**src/pbosc_pkg.sv**
```systemverilog
// Package for the polyBLEP sine/saw oscillator: tables, constants and the
// command and status types shared by the sequencer and the divider.
// No dependencies.
`default_nettype none

package pbosc_pkg;

   localparam int STEP_W = 6;
   localparam int DIV_W = 32;

   localparam logic [1:0] CSR_COARSE = 2'd0;
   localparam logic [1:0] CSR_FINE   = 2'd1;
   localparam logic [1:0] CSR_MIX    = 2'd2;
   localparam logic [1:0] CSR_FS     = 2'd3;

   localparam logic [24:0] C4_Q16     = 25'd17146184;
   localparam logic [17:0] FS_MIN     = 18'd8000;
   localparam logic [17:0] FS_RESET   = 18'd48000;
   localparam logic [12:0] MIX_MAX    = 13'd4096;
   localparam logic [33:0] F_LO       = 34'd1310720;
   localparam logic [11:0] SMOOTH_Q16 = 12'd3277;

   localparam logic [17:0] EXP2_TAB [0:16] = '{
      18'd65536, 18'd68438, 18'd71468, 18'd74632, 18'd77936, 18'd81386,
      18'd84990, 18'd88752, 18'd92682, 18'd96785, 18'd101070, 18'd105545,
      18'd110218, 18'd115098, 18'd120194, 18'd125515, 18'd131072
   };

   localparam logic [14:0] QSINE_TAB [0:32] = '{
      15'd0, 15'd804, 15'd1606, 15'd2404, 15'd3196, 15'd3981, 15'd4756,
      15'd5520, 15'd6270, 15'd7005, 15'd7723, 15'd8423, 15'd9102, 15'd9760,
      15'd10394, 15'd11003, 15'd11585, 15'd12140, 15'd12665, 15'd13160,
      15'd13623, 15'd14053, 15'd14449, 15'd14811, 15'd15137, 15'd15426,
      15'd15679, 15'd15893, 15'd16069, 15'd16207, 15'd16305, 15'd16364,
      15'd16384
   };

   typedef struct packed {
      logic              start;
      logic [STEP_W-1:0] steps;
   } div_cmd_type;

   typedef struct packed {
      logic busy;
      logic done;
   } div_sts_type;

endpackage

`default_nettype wire

```
**src/pbosc_div.sv**
```systemverilog
// Restoring shift-subtract divider, one quotient bit per cycle.
// Uses pbosc_pkg for the command and status types.
`default_nettype none

module pbosc_div #(
   parameter int QW = 32
) (
   input  wire                          clock,
   input  wire                          reset,
   input  pbosc_pkg::div_cmd_type       cmd,
   input  wire [pbosc_pkg::DIV_W-1:0]   rem_init,
   input  wire [QW-1:0]                 low_init,
   input  wire [pbosc_pkg::DIV_W-1:0]   divisor,
   output pbosc_pkg::div_sts_type       sts,
   output logic [QW-1:0]                quot
);

   logic [pbosc_pkg::DIV_W-1:0]  rem_ff, rem_in;
   logic [pbosc_pkg::DIV_W-1:0]  dvs_ff;
   logic [QW-1:0]                q_ff, q_in;
   logic [pbosc_pkg::STEP_W-1:0] cnt_ff;
   logic                         busy_ff, done_ff;
   logic [pbosc_pkg::DIV_W:0]    trial;
   logic                         fits;

   always_comb begin
      trial = {rem_ff, q_ff[QW-1]};
      fits = trial >= {1'b0, dvs_ff};
      rem_in = fits ? pbosc_pkg::DIV_W'(trial - {1'b0, dvs_ff})
                    : pbosc_pkg::DIV_W'(trial);
      q_in = {q_ff[QW-2:0], fits};
   end

   always_ff @(posedge clock) begin
      if (reset) begin
         busy_ff <= 1'b0;
         done_ff <= 1'b0;
         cnt_ff <= '0;
      end else begin
         done_ff <= 1'b0;
         if (cmd.start) begin
            busy_ff <= 1'b1;
            cnt_ff <= cmd.steps;
            rem_ff <= rem_init;
            q_ff <= low_init;
            dvs_ff <= divisor;
         end else if (busy_ff) begin
            rem_ff <= rem_in;
            q_ff <= q_in;
            cnt_ff <= cnt_ff - 1'b1;
            if (cnt_ff == pbosc_pkg::STEP_W'(1)) begin
               busy_ff <= 1'b0;
               done_ff <= 1'b1;
            end
         end
      end
   end

   assign sts.busy = busy_ff;
   assign sts.done = done_ff;
   assign quot = q_ff;

endmodule

`default_nettype wire

```
**src/polyblep_sine_saw_oscillator.sv**
```systemverilog
// Top level of the polyBLEP sine/saw oscillator: register file, sequencer
// and datapath. Uses pbosc_pkg and the pbosc_div divider.
//
// Usage: one transfer on the req_ channel carries one pitch control voltage
// per audio sample; one transfer on the rsp_ channel returns the sample.
// Registers are written on the csr_ channel (always ready); the user must
// write them only while idle, as the block itself does not enforce this.
// The shared divider computes PHASE_BITS quotient bits for the phase
// increment and 16 for the polyBLEP correction, which is divided only when
// it is needed, with the sequencer steps around them.
// req_tready is high only while the sequencer is idle, so a new item is
// accepted only once the sequencer is through with the previous one. The
// result sits in an output register, so a new item may be accepted while it
// waits; a stalled receiver holds the sequencer at its last step until the
// previous result is taken.
// Reset clears the registers to their defaults, the phase to zero and the
// smoothed frequency to middle C, and empties the output register.
`default_nettype none

module polyblep_sine_saw_oscillator #(
   parameter int PHASE_BITS = 32,
   parameter int SINE_TABLE_DEPTH = 1024
) (
   input  wire         clock,
   input  wire         reset,
   input  wire         req_tvalid,
   output logic        req_tready,
   input  wire  [23:0] req_tdata,   // [16:0] pitch_cv
   output logic        rsp_tvalid,
   input  wire         rsp_tready,
   output logic [15:0] rsp_tdata,   // [15:0] audio_out
   input  wire         csr_valid,
   output logic        csr_ready,
   input  wire  [1:0]  csr_index,
   input  wire  [17:0] csr_data
);

   localparam int LD = $clog2(SINE_TABLE_DEPTH);

   typedef enum logic [3:0] {
      ST_IDLE, ST_EXP, ST_MUL, ST_SHIFT, ST_SMUL, ST_SUPD, ST_DIVI, ST_WINC,
      ST_BLEP, ST_WBLEP, ST_SQ, ST_BLEPV, ST_SINE, ST_MIX, ST_OUT
   } state_type;

   state_type state_ff;
   logic signed [15:0] coarse_ff;
   logic signed [12:0] fine_ff;
   logic [12:0] mix_ff;
   logic [17:0] fs_ff;
   logic [PHASE_BITS-1:0] phase_ff, inc_ff;
   logic [33:0] s_ff, f_ff;
   logic [16:0] poff_ff;
   logic [17:0] m_ff;
   logic [26:0] fb_ff;
   logic signed [46:0] dp_ff;
   logic [15:0] x_ff;
   logic [31:0] sq_ff;
   logic neg_ff;
   logic signed [17:0] blep_ff, sine_ff;
   logic signed [33:0] mixp_ff;
   logic [15:0] rsp_data_ff;
   logic rsp_valid_ff;

   pbosc_pkg::div_cmd_type div_cmd;
   pbosc_pkg::div_sts_type div_sts;
   logic [pbosc_pkg::DIV_W-1:0] div_rem, div_dvs;
   logic [PHASE_BITS-1:0] div_low, div_q;

   logic [17:0] fs_eff;
   logic [12:0] mix_eff;
   logic signed [18:0] p_sum;
   logic [16:0] poff_in;
   logic [3:0] eidx;
   logic [17:0] ediff;
   logic [4:0] oct;
   logic [34:0] fsh;
   logic [33:0] f_hi;
   logic signed [34:0] dlt;
   logic signed [47:0] s_next;
   logic [31:0] t, dt;
   logic [32:0] tsum;
   logic [14:0] pos;
   logic [13:0] wq;
   logic [5:0] seg;
   logic [14:0] qa, qb, qv;
   logic signed [17:0] sine_in;
   logic signed [18:0] blep_in;
   logic signed [19:0] saw, diff;
   logic signed [21:0] mixed;
   logic signed [24:0] vol5;
   logic signed [20:0] volts;
   logic [15:0] out_in;

   always_comb begin
      fs_eff = (fs_ff < pbosc_pkg::FS_MIN) ? pbosc_pkg::FS_MIN : fs_ff;
      mix_eff = (mix_ff > pbosc_pkg::MIX_MAX) ? pbosc_pkg::MIX_MAX : mix_ff;

      p_sum = 19'($signed(req_tdata[16:0])) + 19'(coarse_ff) + 19'(fine_ff);
      if (p_sum < -19'sd32768) begin
         poff_in = 17'd0;
      end else if (p_sum > 19'sd36864) begin
         poff_in = 17'd69632;
      end else begin
         poff_in = 17'(p_sum + 19'sd32768);
      end

      eidx = poff_ff[11:8];
      ediff = pbosc_pkg::EXP2_TAB[5'(eidx) + 5'd1] - pbosc_pkg::EXP2_TAB[eidx];

      oct = poff_ff[16:12];
      if (oct >= 5'd8) begin
         fsh = 35'(fb_ff) << (oct - 5'd8);
      end else begin
         fsh = 35'(fb_ff) >> (5'd8 - oct);
      end
      f_hi = 34'(fs_eff) << 15;

      dlt = $signed({1'b0, f_ff}) - $signed({1'b0, s_ff});
      s_next = $signed({14'b0, s_ff}) + 48'(dp_ff >>> 16);

      t = 32'({phase_ff, 32'b0} >> PHASE_BITS);
      dt = 32'({inc_ff, 32'b0} >> PHASE_BITS);
      tsum = {1'b0, t} + {1'b0, dt};

      pos = 15'(phase_ff[PHASE_BITS-1 -: LD]) << (15 - LD);
      wq = pos[13] ? 14'd8192 - {1'b0, pos[12:0]} : {1'b0, pos[12:0]};
      seg = wq[13:8];
      qa = pbosc_pkg::QSINE_TAB[seg];
      qb = pbosc_pkg::QSINE_TAB[(seg >= 6'd32) ? seg : seg + 6'd1];
      if (seg >= 6'd32) begin
         qv = pbosc_pkg::QSINE_TAB[32];
      end else begin
         qv = qa + 15'(((23'(qb - qa)) * 23'(wq[7:0])) >> 8);
      end
      sine_in = pos[14] ? -$signed({1'b0, qv, 2'b0}) : $signed({1'b0, qv, 2'b0});

      if (neg_ff) begin
         blep_in = $signed({3'b0, sq_ff[31:16]}) - $signed({2'b0, x_ff, 1'b0})
                   + 19'sd65536;
      end else begin
         blep_in = $signed({2'b0, x_ff, 1'b0}) - $signed({3'b0, sq_ff[31:16]})
                   - 19'sd65536;
      end

      saw = $signed({3'b0, t[31:15]}) - 20'sd65536 - 20'(blep_ff);
      diff = saw - 20'(sine_ff);

      mixed = 22'(sine_ff) + 22'(mixp_ff >>> 12);
      vol5 = 25'(mixed) * 25'sd5;
      volts = 21'(vol5 >>> 4);
      if (volts > 21'sd20480) begin
         out_in = 16'd20480;
      end else if (volts < -21'sd20480) begin
         out_in = 16'(-21'sd20480);
      end else begin
         out_in = 16'(volts);
      end
   end

   always_comb begin
      div_cmd.start = 1'b0;
      div_cmd.steps = pbosc_pkg::STEP_W'(PHASE_BITS);
      div_rem = 32'(s_ff >> 16);
      div_low = PHASE_BITS'(s_ff[15:0]) << (PHASE_BITS - 16);
      div_dvs = 32'(fs_eff);
      if (state_ff == ST_DIVI) begin
         div_cmd.start = 1'b1;
      end else if (state_ff == ST_BLEP) begin
         div_cmd.steps = pbosc_pkg::STEP_W'(16);
         div_low = '0;
         div_dvs = dt;
         div_rem = t;
         if (t >= dt) begin
            div_rem = 32'(33'h1_0000_0000 - {1'b0, t});
         end
         div_cmd.start = (dt != 32'd0) && ((t < dt) || (tsum > 33'h1_0000_0000));
      end
   end

   pbosc_div #(.QW(PHASE_BITS)) u_div (
      .clock(clock),
      .reset(reset),
      .cmd(div_cmd),
      .rem_init(div_rem),
      .low_init(div_low),
      .divisor(div_dvs),
      .sts(div_sts),
      .quot(div_q)
   );

   always_ff @(posedge clock) begin
      if (reset) begin
         state_ff <= ST_IDLE;
         coarse_ff <= '0;
         fine_ff <= '0;
         mix_ff <= '0;
         fs_ff <= pbosc_pkg::FS_RESET;
         phase_ff <= '0;
         s_ff <= 34'(pbosc_pkg::C4_Q16);
         rsp_valid_ff <= 1'b0;
      end else begin
         if (state_ff == ST_OUT && (!rsp_valid_ff || rsp_tready)) begin
            rsp_valid_ff <= 1'b1;
         end else if (rsp_valid_ff && rsp_tready) begin
            rsp_valid_ff <= 1'b0;
         end
         if (csr_valid) begin
            unique case (csr_index)
               pbosc_pkg::CSR_COARSE: coarse_ff <= $signed(csr_data[15:0]);
               pbosc_pkg::CSR_FINE:   fine_ff <= $signed(csr_data[12:0]);
               pbosc_pkg::CSR_MIX:    mix_ff <= csr_data[12:0];
               pbosc_pkg::CSR_FS:     fs_ff <= csr_data;
               default: ;
            endcase
         end
         unique case (state_ff)
            ST_IDLE: begin
               if (req_tvalid) begin
                  poff_ff <= poff_in;
                  state_ff <= ST_EXP;
               end
            end
            ST_EXP: begin
               m_ff <= pbosc_pkg::EXP2_TAB[eidx]
                       + 18'((26'(ediff) * 26'(poff_ff[7:0])) >> 8);
               state_ff <= ST_MUL;
            end
            ST_MUL: begin
               fb_ff <= 27'((43'(pbosc_pkg::C4_Q16) * 43'(m_ff)) >> 16);
               state_ff <= ST_SHIFT;
            end
            ST_SHIFT: begin
               if (fsh < 35'(pbosc_pkg::F_LO)) begin
                  f_ff <= pbosc_pkg::F_LO;
               end else if (fsh > 35'(f_hi)) begin
                  f_ff <= f_hi;
               end else begin
                  f_ff <= 34'(fsh);
               end
               state_ff <= ST_SMUL;
            end
            ST_SMUL: begin
               dp_ff <= 47'(dlt) * $signed({35'b0, pbosc_pkg::SMOOTH_Q16});
               state_ff <= ST_SUPD;
            end
            ST_SUPD: begin
               s_ff <= 34'(s_next);
               state_ff <= ST_DIVI;
            end
            ST_DIVI: begin
               state_ff <= ST_WINC;
            end
            ST_WINC: begin
               if (div_sts.done) begin
                  inc_ff <= div_q;
                  state_ff <= ST_BLEP;
               end
            end
            ST_BLEP: begin
               neg_ff <= (t >= dt);
               blep_ff <= '0;
               state_ff <= div_cmd.start ? ST_WBLEP : ST_SINE;
            end
            ST_WBLEP: begin
               if (div_sts.done) begin
                  x_ff <= div_q[15:0];
                  state_ff <= ST_SQ;
               end
            end
            ST_SQ: begin
               sq_ff <= 32'(x_ff) * 32'(x_ff);
               state_ff <= ST_BLEPV;
            end
            ST_BLEPV: begin
               blep_ff <= 18'(blep_in);
               state_ff <= ST_SINE;
            end
            ST_SINE: begin
               sine_ff <= sine_in;
               state_ff <= ST_MIX;
            end
            ST_MIX: begin
               mixp_ff <= 34'(diff) * $signed({21'b0, mix_eff});
               state_ff <= ST_OUT;
            end
            ST_OUT: begin
               if (!rsp_valid_ff || rsp_tready) begin
                  rsp_data_ff <= out_in;
                  phase_ff <= phase_ff + inc_ff;
                  state_ff <= ST_IDLE;
               end
            end
            default: state_ff <= ST_IDLE;
         endcase
      end
   end

   assign req_tready = (state_ff == ST_IDLE);
   assign rsp_tvalid = rsp_valid_ff;
   assign rsp_tdata = rsp_data_ff;
   assign csr_ready = 1'b1;

`ifndef NO_ASSERTIONS
   a_accept_starts: assert property (@(posedge clock) disable iff (reset)
      (req_tvalid && req_tready) |=> (state_ff == ST_EXP))
      else $error("accepted transfer did not start the sequencer");
   a_div_idle: assert property (@(posedge clock) disable iff (reset)
      div_cmd.start |-> !div_sts.busy)
      else $error("divider started while busy");
   a_out_range: assert property (@(posedge clock) disable iff (reset)
      rsp_valid_ff |-> ($signed(rsp_data_ff) <= 16'sd20480
                        && $signed(rsp_data_ff) >= -16'sd20480))
      else $error("output sample outside saturation range");
   a_done_waited: assert property (@(posedge clock) disable iff (reset)
      div_sts.done |-> (state_ff == ST_WINC || state_ff == ST_WBLEP))
      else $error("divider finished with no one waiting");
`endif

endmodule

`default_nettype wire
```
**config.mk**
```make
export PLATFORM = sky130hd
export DESIGN_NAME = polyblep_sine_saw_oscillator
export DESIGN_NICKNAME = d
export VERILOG_FILES = /design/src/pbosc_pkg.sv /design/src/pbosc_div.sv /design/src/polyblep_sine_saw_oscillator.sv
export SDC_FILE = /design/constraint.sdc
export NUM_CORES = 2
export LEC_CHECK = 0
export ABC_AREA = 0
export BUFFER_PORTS_ARGS = -buffer_cell sky130_fd_sc_hd__buf_2
export CAP_MARGIN = 0
export CORE_MARGIN = 1
export CORE_UTILIZATION = 25
export DETAILED_ROUTE_END_ITERATION = 16
export GPL_ROUTABILITY_DRIVEN = 0
export PLACE_DENSITY_LB_ADDON = 0.15
export SETUP_SLACK_MARGIN = 0.05
export SLEW_MARGIN = 20
export SYNTH_ARGS = -nofsm -noshare
export SYNTH_HDL_FRONTEND = slang
export SYNTH_SLANG_ARGS = --single-unit
```
**constraint.sdc**
```tcl
create_clock -name clock -period 10.9 [get_ports clock]
set_input_delay 0.545 -clock clock [delete_from_list [all_inputs] [get_ports clock]]
set_output_delay 0.545 -clock clock [all_outputs]
set_load 0.01 [all_outputs]
```
==> metrics.txt <==
Netlist cell types between 90 and 100; Critical Path AT ~11000 ps; Mapped Avg Cell Area 8.91 um^2; WL final 228000 um; Crit path top cell by count ha_1; Synth Area in Simple Gates 0.147; maxcap violations 0; routed vias/inst 4.66; Slew Viols, Final 0; largest family of logic cells by synthesized area adder cells; Tot GR Track Use 0.155; RSZ-0062 raised after global routing false; hold crit path type in -> reg; Synth Register Bits around 500; H-Tree Depth 3; Hold Buf Count CTS 0; Die H ~540 um; number of synthesized flops with an enable pin 360; area of the die 0.297 mm^2; Pre-Repair DR Iteration Count 5; Slew headroom 0.312; area delta synth->final 10.8%; first-pass GRT wire length about 360000 um; Hold Vio Cnt, Final 0; I/O pin count between 60 and 70; post-synthesis net count about 10000; drt drc 0; CTS tree yes; Final Skew 32.1 ps; Die X-Extent around 540 um; layout cell share with drive strength beyond 1 0.0606; status finished, final reports clean; Rows about 200; routed len/inst 18.6 um; Worst Setup Path Type reg -> reg; cts bufs inserted between 60 and 70; NumNets Final roughly 10000; final setup fails 0; r2r startpoint phase_ff[23]; largest net degree at the start of global routing a little over 70; CP startpoint phase_ff[23]; period utilization 0.937; Data required, critical path approximately 11000 ps; shortest period the worst path allows 10220 ps; Top FF cell, synth edfxtp_1; Synth Area in Adders 0.383; worst hold start csr_data[17]; yosys warns 0; Startpoint Class flop; Final TNS setup 0 ps; Clock Latency Late Sink 670 ps; slowest CP cell fa_1; via count 57103; root buf cell clkbuf_16; gr ovfl total 0; fmax approximately 0.1 GHz; cells after synthesis slightly above 8000; mux contribution to synthesized area 0.0252; Compound-Gate Fraction of Synth Area 0.129; antenna violation net count after detailed routing 0; Initial Util 0.252; Synth Cell Area between 0.07 and 0.08 mm^2; Fillers ~31000; Slew @ Worst Pin 1020 ps; initial antenna violation count 18; sequential fraction of the synthesis area 0.184; Worst-path clk slew 60 ps; # port buffers around 60; critical path endpoint category flop; CP Max Fanout 14; clk buf depth 3; Final HPWL DP between 150000 and 200000 um; crit-path max cell delay about 500 ps; vias in the first global route 59560; Core Footprint approximately 0.3 mm^2; XOR/XNOR share of the synthesized area 0.0518; ys async rst share 0; DR iter-0 viols just over 3000; Clock Sinks ~500
==> cell usage in the layout (no fill, tap or decap), types with 31 or more instances in the layout <==
cell / synthesis / final
inv_1: 1257 / 1256
ha_1: 985 / 983
fa_1: 793 / 793
nand2_1: 755 / 754
nor2_1: 759 / 751
a21oi_1: 475 / 473
edfxtp_1: 360 / 360
xnor2_1: 309 / 304
o21ai_0: 268 / 266
buf_4: 6 / 161
dfxtp_1: 139 / 139
a21o_1: 137 / 137
nor3_1: 143 / 136
nand3_1: 128 / 128
xor2_1: 124 / 122
and2_1: 117 / 117
nor2b_1: 117 / 116
mux2i_1: 88 / 88
o21a_1: 88 / 87
nand2b_1: 73 / 73
clkbuf_16: 0 / 73
a211oi_1: 67 / 67
and3_1: 62 / 60
buf_2: 24 / 58
o21bai_1: 52 / 51
nand4_1: 46 / 46
o21ai_1: 43 / 43
nor4_1: 45 / 42
a31oi_1: 38 / 38
o211ai_1: 38 / 38
or2_2: 36 / 36
or3_1: 34 / 34
a21boi_0: 35 / 33
mux4_2: 31 / 31
==> state kept, by name (all words and copies together) (netlist names), 18 cells and up <==
| register | cells |
|---|---|
| blep_ff | 18 |
| dp_ff | 31 |
| dt | 32 |
| f_ff | 34 |
| fb_ff | 27 |
| fs_ff | 18 |
| m_ff | 18 |
| mixp_ff | 22 |
| phase_ff | 32 |
| s_ff | 34 |
| u_div.dvs_ff | 32 |
| u_div.quot | 32 |
| u_div.rem_ff | 32 |
==> per-stage QoR <==
step | utilization | cells | hold WS [ps] | worst slack [ps] | instance area [um^2]
finish | 0.279 | 12247 | 116 | 685 | 81600
global route | 0.279 | 12247 | 79.5 | 51.2 | 81600
CTS | 0.279 | 12241 | 65.8 | 332 | 81500
detailed placement | 0.271 | 12116 | 435 | 419 | 79100
global placement | 0.271 | 12115 | 440 | 358 | 79100
floorplan | - | 8266 | 426 | 611 | 73700
==> Yosys cell counts (19+ instances only) <==
| library cell | instances | area [um^2] |
|---|---|---|
| inv_1 | 1257 | 4720 |
| ha_1 | 985 | 12300 |
| nor2_1 | 759 | 2850 |
| fa_1 | 793 | 15900 |
| nand2b_1 | 73 | 457 |
| dfxtp_1 | 139 | 2780 |
| nor4_1 | 45 | 282 |
| a21oi_1 | 475 | 2380 |
| mux2_2 | 25 | 282 |
| xor2_1 | 124 | 1090 |
| o211ai_1 | 38 | 285 |
| or3_1 | 34 | 213 |
| nand3_1 | 128 | 641 |
| o21a_1 | 88 | 661 |
| nor3_1 | 143 | 716 |
| a21o_1 | 137 | 1030 |
| nand2_1 | 755 | 2830 |
| nor2b_1 | 117 | 732 |
| buf_2 | 24 | 120 |
| o21bai_1 | 52 | 390 |
| or2_2 | 36 | 225 |
| o221ai_1 | 24 | 210 |
| a31oi_1 | 38 | 238 |
| a21boi_0 | 35 | 263 |
| o31a_1 | 19 | 166 |
| mux2i_1 | 88 | 881 |
| and3_1 | 62 | 388 |
| o21ai_0 | 268 | 1340 |
| a211oi_1 | 67 | 503 |
| edfxtp_1 | 360 | 10800 |
| nand4_1 | 46 | 288 |
| o22ai_1 | 23 | 144 |
| and2_1 | 117 | 732 |
| o31ai_1 | 24 | 180 |
| clkbuf_1 | 218 | 818 |
| mux4_2 | 31 | 698 |
| o21ai_1 | 43 | 215 |
| xnor2_1 | 309 | 2710 |
==> final cells by class <==
| class | count | area, um^2 | area share |
|---|---|---|---|
| Antenna cell | 3 | 7.51 | 0.0000920 |
| Clock buffer | 94 | 1960 | 0.0240 |
| Clock inverter | 31 | 403 | 0.00494 |
| Inverter | 1275 | 4790 | 0.0587 |
| Multi-Input combinational cell | 6224 | 54500 | 0.667 |
| Sequential cell | 499 | 13600 | 0.167 |
| Tap cell | 3900 | 4880 | 0.0598 |
| Timing Repair Buffer | 221 | 1540 | 0.0188 |
==> critical path, delay by kind of cell, from the launching register on <==
kind,cells,cell delay [ps]
AO/OA/AOI/OAI,16,3200
adder cells (fa/ha/maj),10,3120
AND/OR/NAND/NOR,8,1420
XOR/XNOR,6,1230
buffers and inverters,5,570
flip-flops,1,370
==> cells by family (layout without fill, tap and decap cells) <==
logic type	after synthesis	after routing
simple gates	2372	2372
fa+ha+maj	1779	1779
buf+inv	1543	1621
compound gates	1493	1493
flops	499	499
xor+xnor	434	434
mux	144	144
other cells	2	5
==> per-layer routing <==
layer  part of all wire  track usage
met1               0.48        0.211
met2               0.47        0.265
met3              0.030       0.0147
met4              0.020       0.0318
met5            0.00021            0
==> final timing paths <==
kind	cells after the start	slack [ps]	endpoint
hold reg to reg	0	450	dt[25]
hold / removal	3	120	fs_ff[17]
setup / recovery	45	680	sine_ff[16]
setup reg to reg	45	680	sine_ff[16]
==> what timing repair did <==
item,4_1_cts,5_1_grt
setup endpoints to repair,0,8
buffers inserted,0,3
endpoints found under the hold margin,0,0
resized for setup,0,26
Power is not shown: default switching activity piles up to over one toggle a cycle in this logic, so the estimate is an artifact.
